<file path="src/rtl/core/si_div_cell.sv">
// one restoring division step for both quotient lanes, with its own pipeline register
`default_nettype none
module si_div_cell #(
    parameter int N_W    = 52,
    parameter int D_W    = 35,
    parameter int SIDE_W = 131
) (
    input  wire logic              aclk,
    input  wire logic              aresetn,
    input  wire logic              in_valid,
    output logic                   in_ready,
    input  wire logic [D_W-1:0]    in_rem_x,
    input  wire logic [N_W-1:0]    in_nq_x,
    input  wire logic [D_W-1:0]    in_rem_y,
    input  wire logic [N_W-1:0]    in_nq_y,
    input  wire logic [D_W-1:0]    in_div,
    input  wire logic [SIDE_W-1:0] in_side,
    output logic                   out_valid,
    input  wire logic              out_ready,
    output logic [D_W-1:0]         out_rem_x,
    output logic [N_W-1:0]         out_nq_x,
    output logic [D_W-1:0]         out_rem_y,
    output logic [N_W-1:0]         out_nq_y,
    output logic [D_W-1:0]         out_div,
    output logic [SIDE_W-1:0]      out_side
);
    logic              valid_reg, valid_next;
    logic [D_W-1:0]    remx_reg, remx_next, remy_reg, remy_next, div_reg;
    logic [N_W-1:0]    nqx_reg, nqx_next, nqy_reg, nqy_next;
    logic [SIDE_W-1:0] side_reg;
    logic [D_W:0]      shx, shy, dfx, dfy;
    logic              gex, gey;

    // numerator bits leave at the top, quotient bits enter at the bottom
    always_comb begin
        shx = {in_rem_x, in_nq_x[N_W-1]};
        shy = {in_rem_y, in_nq_y[N_W-1]};
        dfx = shx - {1'b0, in_div};
        dfy = shy - {1'b0, in_div};
        gex = !dfx[D_W];
        gey = !dfy[D_W];
        remx_next = gex ? dfx[D_W-1:0] : shx[D_W-1:0];
        remy_next = gey ? dfy[D_W-1:0] : shy[D_W-1:0];
        nqx_next  = {in_nq_x[N_W-2:0], gex};
        nqy_next  = {in_nq_y[N_W-2:0], gey};
        valid_next = in_ready ? in_valid : valid_reg;
    end

    assign in_ready = !valid_reg || out_ready;

    always_ff @(posedge aclk) begin
        if (!aresetn) begin
            valid_reg <= 1'b0;
        end else begin
            valid_reg <= valid_next;
        end
    end

    always_ff @(posedge aclk) begin
        if (in_ready) begin
            remx_reg <= remx_next;
            remy_reg <= remy_next;
            nqx_reg  <= nqx_next;
            nqy_reg  <= nqy_next;
            div_reg  <= in_div;
            side_reg <= in_side;
        end
    end

    assign out_valid = valid_reg;
    assign out_rem_x = remx_reg;
    assign out_nq_x  = nqx_reg;
    assign out_rem_y = remy_reg;
    assign out_nq_y  = nqy_reg;
    assign out_div   = div_reg;
    assign out_side  = side_reg;
endmodule
`default_nettype wire

</file>
<file path="config.mk">
export PLATFORM = sky130hd
export DESIGN_NAME = si_div_cell
export DESIGN_NICKNAME = d
export VERILOG_FILES = /design/src/rtl/core/si_div_cell.sv
export SDC_FILE = /design/constraint.sdc
export NUM_CORES = 1
export LEC_CHECK = 0
export BUFFER_PORTS_ARGS = -buffer_cell sky130_fd_sc_hd__clkbuf_2
export CELL_PAD_IN_SITES_DETAIL_PLACEMENT = 2
export CELL_PAD_IN_SITES_GLOBAL_PLACEMENT = 2
export CORE_AREA = 3 3 267 269
export CTS_CLUSTER_DIAMETER = 80
export CTS_CLUSTER_SIZE = 20
export DETAILED_ROUTE_END_ITERATION = 12
export DIE_AREA = 0 0 270 272
export GPL_ROUTABILITY_DRIVEN = 0
export GPL_TIMING_DRIVEN = 1
export PLACE_DENSITY = 0.69
export SETUP_SLACK_MARGIN = 0.15
export SLEW_MARGIN = 40
export SYNTH_ARGS = -nofsm -noshare
export SYNTH_HDL_FRONTEND = slang
export SYNTH_SLANG_ARGS = --single-unit
</file>
<file path="constraint.sdc">
create_clock -name aclk -period 16.9 [get_ports aclk]
set_input_delay 2.535 -clock aclk [delete_from_list [all_inputs] [get_ports aclk]]
set_output_delay 2.535 -clock aclk [all_outputs]
set_load 0.1 [all_outputs]
</file>
==> results by group, run 1 <==
Worst setup path
  • Max Fanout on Critical Path: 25
  • Worst path slowest cell: clkbuf_2
  • Depth of the most critical reg-to-reg path: 4
  • R2r endpoint: out_nq_x[39]
  • Buffers & Inverters on Critical Path: 2
  • Critical path type: input port to output pin
  • Crit. End Element: output pin
  • Worst R2R Start: out_valid
  • Critical path cell sequence: clkbuf_2 > nand2b_4 > clkbuf_2
  • Launching element type of the critical path: input port
  • Reg-to-reg slack, setup: 14040 ps
  • Crit path from: out_ready
  • Largest stage delay on the critical path: 550 ps
  • Top Family by Delay on Critical Path: buffers and inverters
  • Most repeated library cell on the critical path: clkbuf_2
  • Critical Path RT: 14370 ps
  • Arrival @ worst endpoint: 3600 ps

Logic synthesis
  • Post-synthesis instance total: 976
  • Most instantiated flip-flop cell in the synthesis netlist: edfxtp_1
  • Yosys warning total: 0
  • Number of unique standard cell types used by synthesis: 60
  • EDFF count, synth: 340
  • Synthesized area divided by synthesized cell count: 15.4 um^2
  • #FFs+latches synth: 341
  • Area of the mapped netlist: 15000 um^2
  • Fraction of registers with async set/reset: 0%
  • Register area share after synthesis: 68.3%
  • Post-Syn Nets: 1392

Placed design
  • Number of port buffers: 685
  • Instance count after placement with tap cells included: 2577
  • Placed wire-length estimate: 58300 um

Hold path
  • End point of the worst hold path: out_nq_y[0]
  • Number of cells on the worst hold path: 1
  • Kind of path behind the tightest hold check: flop to flop
  • Launch point of the worst hold path: out_valid

Timing
  • Setup repair after global routing missed its margin: false
  • Hold Violations, Final: 0
  • Crit path time final: 6140 ps
  • Final worst path period share: 36.3%
  • Max Clock Freq: 163 MHz
  • Slew Limit Headroom: 47.7%
  • Worst clock skew: 26.6 ps
  • Setup-failing EPs final: 0
  • Transition time at the pin with the least slew margin: 785 ps
  • Sum Neg Setup Slack: 0 ps
  • Max-slew violation total from the final report: 0
  • Worst Hold Margin: 1050 ps

Die
  • Boundary pin count: 686
  • Starting Density: 21.8%
  • Die Footprint: 73400 um^2
  • FP Rows: 96
  • Die extent in x: 270 um
  • Core area: 68800 um^2
  • Die height: 272 um

GRT
  • Wire length of the first global-routing pass: 96000 um
  • Overflow left after global routing: 0
  • GRT Resource Usage Total: 18.2%
  • Maximum number of pins on one net before global-route repair: 146
  • Antenna violations before repair: 24
  • Via count of the first global-routing pass: 12400

Clock tree
  • CTS-repair resized insts: 0
  • Number of buffers added for setup after CTS: 0
  • Skew-Pair Late Insertion Delay: 540 ps
  • Hold-fix buffers at CTS: 0
  • CTS root buf: clkbuf_16
  • Clock tree from TritonCTS: yes
  • Htree depth: 2
  • Max Buffers Root-to-Sink: 3
  • Register clock-pin slew on the reported worst setup and hold paths: 70 ps
  • Clock sink count: 341
  • Num CTS Buffers: 34

Drt
  • 1st-pass router iterations: 5
  • WL final: 69400 um
  • Post-route DRC: 0
  • Residual antenna-violating net count after detailed routing: 0
  • Via count: 11400
  • Number of vias per cell after detailed routing: 4.32
  • Routed wire length per instance: 26.3 um
  • Initial DRC count: 716

Cells and area
  • Post-Layout Cell Count: 2640
  • Area of all sequential standard cells: 10200 um^2
  • Final #Nets: 2099
  • Layout filler cell count: 7424
  • Multi-input gate area in the final layout: 4460 um^2
  • Ratio of cells with drive above 1 in the final layout: 48.2%
  • Area Overhead vs Synth: 38.1%

Power
  • Leakage dissipation: 9.26 nW
  • Power density over the cells: 138 nW/um^2
  • Largest voltage drop on the vdd net: 0.0599 mV

Job
  • Number of max-capacitance violations reported: 0

Run status
  • Run status: completed
==> metal layers <==
metal	part of all wire, %	wire length [um]	track usage (%)	up-vias
met1	38	26200	20.2	5742
li1	-	-	-	5130
met5	0.18	128	0	-
met2	52	36400	33.6	411
met3	7.0	4820	5.34	94
met4	2.6	1810	5.05	20
==> worst max-delay path by stage <==
stage	end	cells after the start
after CTS	out_rem_y[5]	14
after detailed placement	out_rem_y[5]	14
after global placement	out_rem_x[26]	15
after floorplan	in_ready	1
after global routing	out_rem_y[2]	14
final	in_ready	3
==> per-stage QoR <==
stage               util (%)  cell area (um^2)  total power, mW  setup WS (ps)
floorplan                  -             15000             1.89           3000
global placement        28.4             19500             2.08          10160
detailed placement      28.4             19500             2.10          10090
CTS                     30.0             20600             2.90          10680
global route            30.0             20700             2.97          10440
finish                  30.1             20700             2.85          10760
==> state kept, by name, indices dropped and copies added, names as in the netlist <==
register   flops
out_rem_x     35
out_nq_x      52
out_nq_y      52
out_valid      1
out_div       35
out_rem_y     35
out_side     131
==> cell families (layout without fill, tap and decap cells) <==
kind of cell | count (synthesis) | in the layout | synth area share [%]
compound gates | 209 | 209 | 8.91
xor+xnor | 67 | 67 | 4.09
fa+ha+maj | 72 | 72 | 6.11
buf+inv | 74 | 801 | 2.14
flops | 341 | 341 | 68.3
mux | 71 | 71 | 6.00
other cells | 0 | 6 | 0
simple gates | 142 | 142 | 4.48
==> cells in the mapped netlist (all sizes together) (7+ instances only) <==
cell type | count | share of area (%)
ha | 70 | 5.8
nand2b | 13 | 0.54
xnor2 | 46 | 2.9
nand3 | 18 | 0.60
xor2 | 21 | 1.2
o21ai | 37 | 1.2
inv | 53 | 1.3
a31oi | 11 | 0.56
a21o | 29 | 1.5
a211oi | 7 | 0.38
edfxtp | 340 | 68
mux2 | 66 | 5.7
o211ai | 8 | 0.40
o21bai | 10 | 0.50
nor2 | 29 | 0.73
nand2 | 48 | 1.2
clkbuf | 15 | 0.38
a21oi | 75 | 2.5
==> cells in the final DEF, fill, tap and decap left out, types with 35 or more instances in the layout <==
master     count
a21oi_1       74
clkbuf_16     35
clkbuf_2     685
edfxtp_1     340
ha_1          70
inv_1         53
mux2_2        38
nand2_1       48
o21ai_0       37
xnor2_1       44
==> area by class of cell <==
class	instances	share of cell area (%)
clock buffers	36	4.25
flip-flops and latches	341	49.4
clock inverters	20	1.09
inverters	53	0.961
multi-input cells	561	21.5
repair buffers	692	17.0
well taps	931	5.63
diodes	6	0.0726
==> power breakdown <==
group,internal (mW),leakage [nW],switching [mW]
registers,1.03,3.53,0.0308
clock network,0.410,0.540,0.374
logic,0.189,5.19,0.818
Power figures use the tool's default switching activity.
==> inputs of run 2 (changes only) <==
- CORE_AREA: 3 3 267 269 -> 3 3 270 272
- DIE_AREA: 0 0 270 272 -> 0 0 273 275
- PLACE_DENSITY: 0.69 -> 0.7
- clock period: 16.9 -> 4.9 ns (I/O delays scaled with it)
==> results by group, run 2 (synthesized netlist as in run 1, its figures left out) <==
Die
  • Die height: 275 um (+1.1%)
  • Boundary pin count: 686 (unchanged)
  • Starting Density: 21.1% (-0.67 points)
  • Die Footprint: 75100 um^2 (+2.2%)
  • FP Rows: 98 (+2.1%)
  • Core area: 71000 um^2 (+3.2%)
  • Die extent in x: 273 um (+1.1%)

Worst setup path
  • Crit. End Element: flop
  • Arrival @ worst endpoint: 4240 ps (+640 ps)
  • Critical path type: input port to flop
  • Depth of the most critical reg-to-reg path: 3 (-1)
  • Critical Path RT: 5240 ps (-9130 ps)
  • Launching element type of the critical path: input port
  • Max Fanout on Critical Path: 26 (+4.0%)

Hold path
  • Kind of path behind the tightest hold check: input port to flop
  • Number of cells on the worst hold path: 1 (unchanged)

Timing
  • Slew Limit Headroom: 50.7% (+3.1 points)
  • Crit path time final: 3900 ps
  • Sum Neg Setup Slack: 0 ps (unchanged)
  • Transition time at the pin with the least slew margin: 742 ps (-42.8 ps)
  • Worst Hold Margin: 289 ps (-757 ps)
  • Setup repair after global routing missed its margin: false
  • Final worst path period share: 79.6%
  • Max Clock Freq: 256 MHz
  • Setup-failing EPs final: 0 (unchanged)
  • Worst clock skew: 28.4 ps (+1.77 ps)
  • Hold Violations, Final: 0 (unchanged)
  • Max-slew violation total from the final report: 0 (unchanged)

Clock tree
  • Clock tree from TritonCTS: yes
  • Htree depth: 1 (-1)
  • Clock sink count: 341 (unchanged)
  • Number of buffers added for setup after CTS: 0 (unchanged)
  • Register clock-pin slew on the reported worst setup and hold paths: 90 ps (+20 ps)
  • Hold-fix buffers at CTS: 0 (unchanged)
  • Num CTS Buffers: 29 (-15%)
  • Skew-Pair Late Insertion Delay: 610 ps (+70 ps)
  • CTS-repair resized insts: 0 (unchanged)
  • Max Buffers Root-to-Sink: 3 (unchanged)
  • CTS root buf: clkbuf_16

Placed design
  • Number of port buffers: 685 (unchanged)
  • Placed wire-length estimate: 58800 um (+0.98%)
  • Total placed instance area: 19600 um^2 (+0.49%)

Cells and area
  • Final std cell area, no fill: 20700 um^2 (-0.11%)
  • Ratio of cells with drive above 1 in the final layout: 48.0% (-0.21 points)
  • Area Overhead vs Synth: 37.9%
  • Layout filler cell count: 7696 (+3.7%)
  • Final #Nets: 2098 (-0.048%)
  • Multi-input gate area in the final layout: 4450 um^2 (-0.11%)
  • Post-Route Utilization: 29.1% (-0.95 points)
  • Commonest non-fill, non-tap cell in the layout: clkbuf_2
  • Number of flip-flops in the largest register: 131 (unchanged)
  • Leading cell types in the layout, fill and taps excluded: 685 x clkbuf_2, 340 x edfxtp_1, 74 x a21oi_1, 70 x ha_1, 53 x inv_1
  • Area of all sequential standard cells: 10200 um^2 (unchanged)

Drt
  • Initial DRC count: 677 (-5.4%)
  • Routed wire length per instance: 26.1 um (-0.70%)
  • Residual antenna-violating net count after detailed routing: 0 (unchanged)
  • WL final: 69300 um (-0.10%)
  • Via count: 11400 (-0.11%)
  • 1st-pass router iterations: 4 (-1)
  • Post-route DRC: 0 (unchanged)
  • Number of vias per cell after detailed routing: 4.29 (-0.72%)

Power
  • Internal Dissipation: 5.44 mW (+230%)
  • Largest voltage drop on the vdd net: 0.211 mV (+250%)
  • Power density over the cells: 468 nW/um^2 (+240%)
  • Leakage dissipation: 9.24 nW (-0.22%)
  • Switch share: 43.7% (+0.82 points)
  • Final Power: 9.66 mW (+240%)
  • Portion of total power attributed to the clock network: 25.8% (-1.7 points)
  • Share of total power in sequential cells: 37.8% (+0.6 points)
  • Share of total power in combinational logic: 36.4% (+1.1 points)
  • Switching pwr: 4.22 mW (+250%)

Job
  • Number of max-capacitance violations reported: 0 (unchanged)

GRT
  • Antenna violations before repair: 20 (-17%)
  • Via count of the first global-routing pass: 12100 (-2.1%)
  • Maximum number of pins on one net before global-route repair: 151 (+3.4%)
  • Overflow left after global routing: 0 (unchanged)
  • Wire length of the first global-routing pass: 92900 um (-3.2%)
  • GRT Resource Usage Total: 17.4% (-0.77 points)

Run status
  • Run status: completed
-- run 2: worst max-delay path, stage by stage --
cell and delay [ps]:
clkbuf_2 90, inv_1 230, ha_1 280, nor2b_1 120, o21ai_0 230, a21oi_1 150, o211a_1 270, a211oi_2 430
o31ai_1 230, a311o_1 430, a31oi_4 220, xnor2_4 160, buf_12 240, mux2_2 370
-- run 2: power by group through the flow --
stage               clock network (mW)  logic (mW)  registers (mW)
CTS                               2.60        3.56            3.66
floorplan                            0       0.685            5.79
global route                      2.69        3.66            3.68
finish                            2.49        3.52            3.65
detailed placement                   0        3.55            3.72
global placement                     0        3.51            3.71
-- run 2: final timing paths --
kind	slack, ps	from	end
worst max-delay path	1000	in_div[1]	out_rem_y[1]
worst min-delay path	290	in_side[19]	out_side[19]
worst min register to register	1120	out_valid	out_side[34]
worst max register to register	2720	out_valid	out_side[93]
-- run 2: final cells by class --
type	instances	share of cell area [%]
Sequential cell	341	49.5
Clock buffer	33	3.58
Tap cell	950	5.75
Timing Repair Buffer	696	17.4
Antenna cell	6	0.0726
Clock inverter	16	1.20
Multi-Input combinational cell	561	21.5
Inverter	53	0.963
-- run 2: per-layer routing --
| metal | wire length, um | GRT usage (%) |
|---|---|---|
| met5 | 131 | 0 |
| met4 | 2440 | 5.58 |
| met3 | 5730 | 5.46 |
| met2 | 35900 | 32.0 |
| met1 | 25200 | 19.0 |
-- run 2: per-stage QoR --
step | cells | worst slack (ps)
global route | 2650 | 721
global placement | 2600 | 427
finish | 2656 | 997
CTS | 2649 | 1010
detailed placement | 2600 | 377
floorplan | 976 | 800
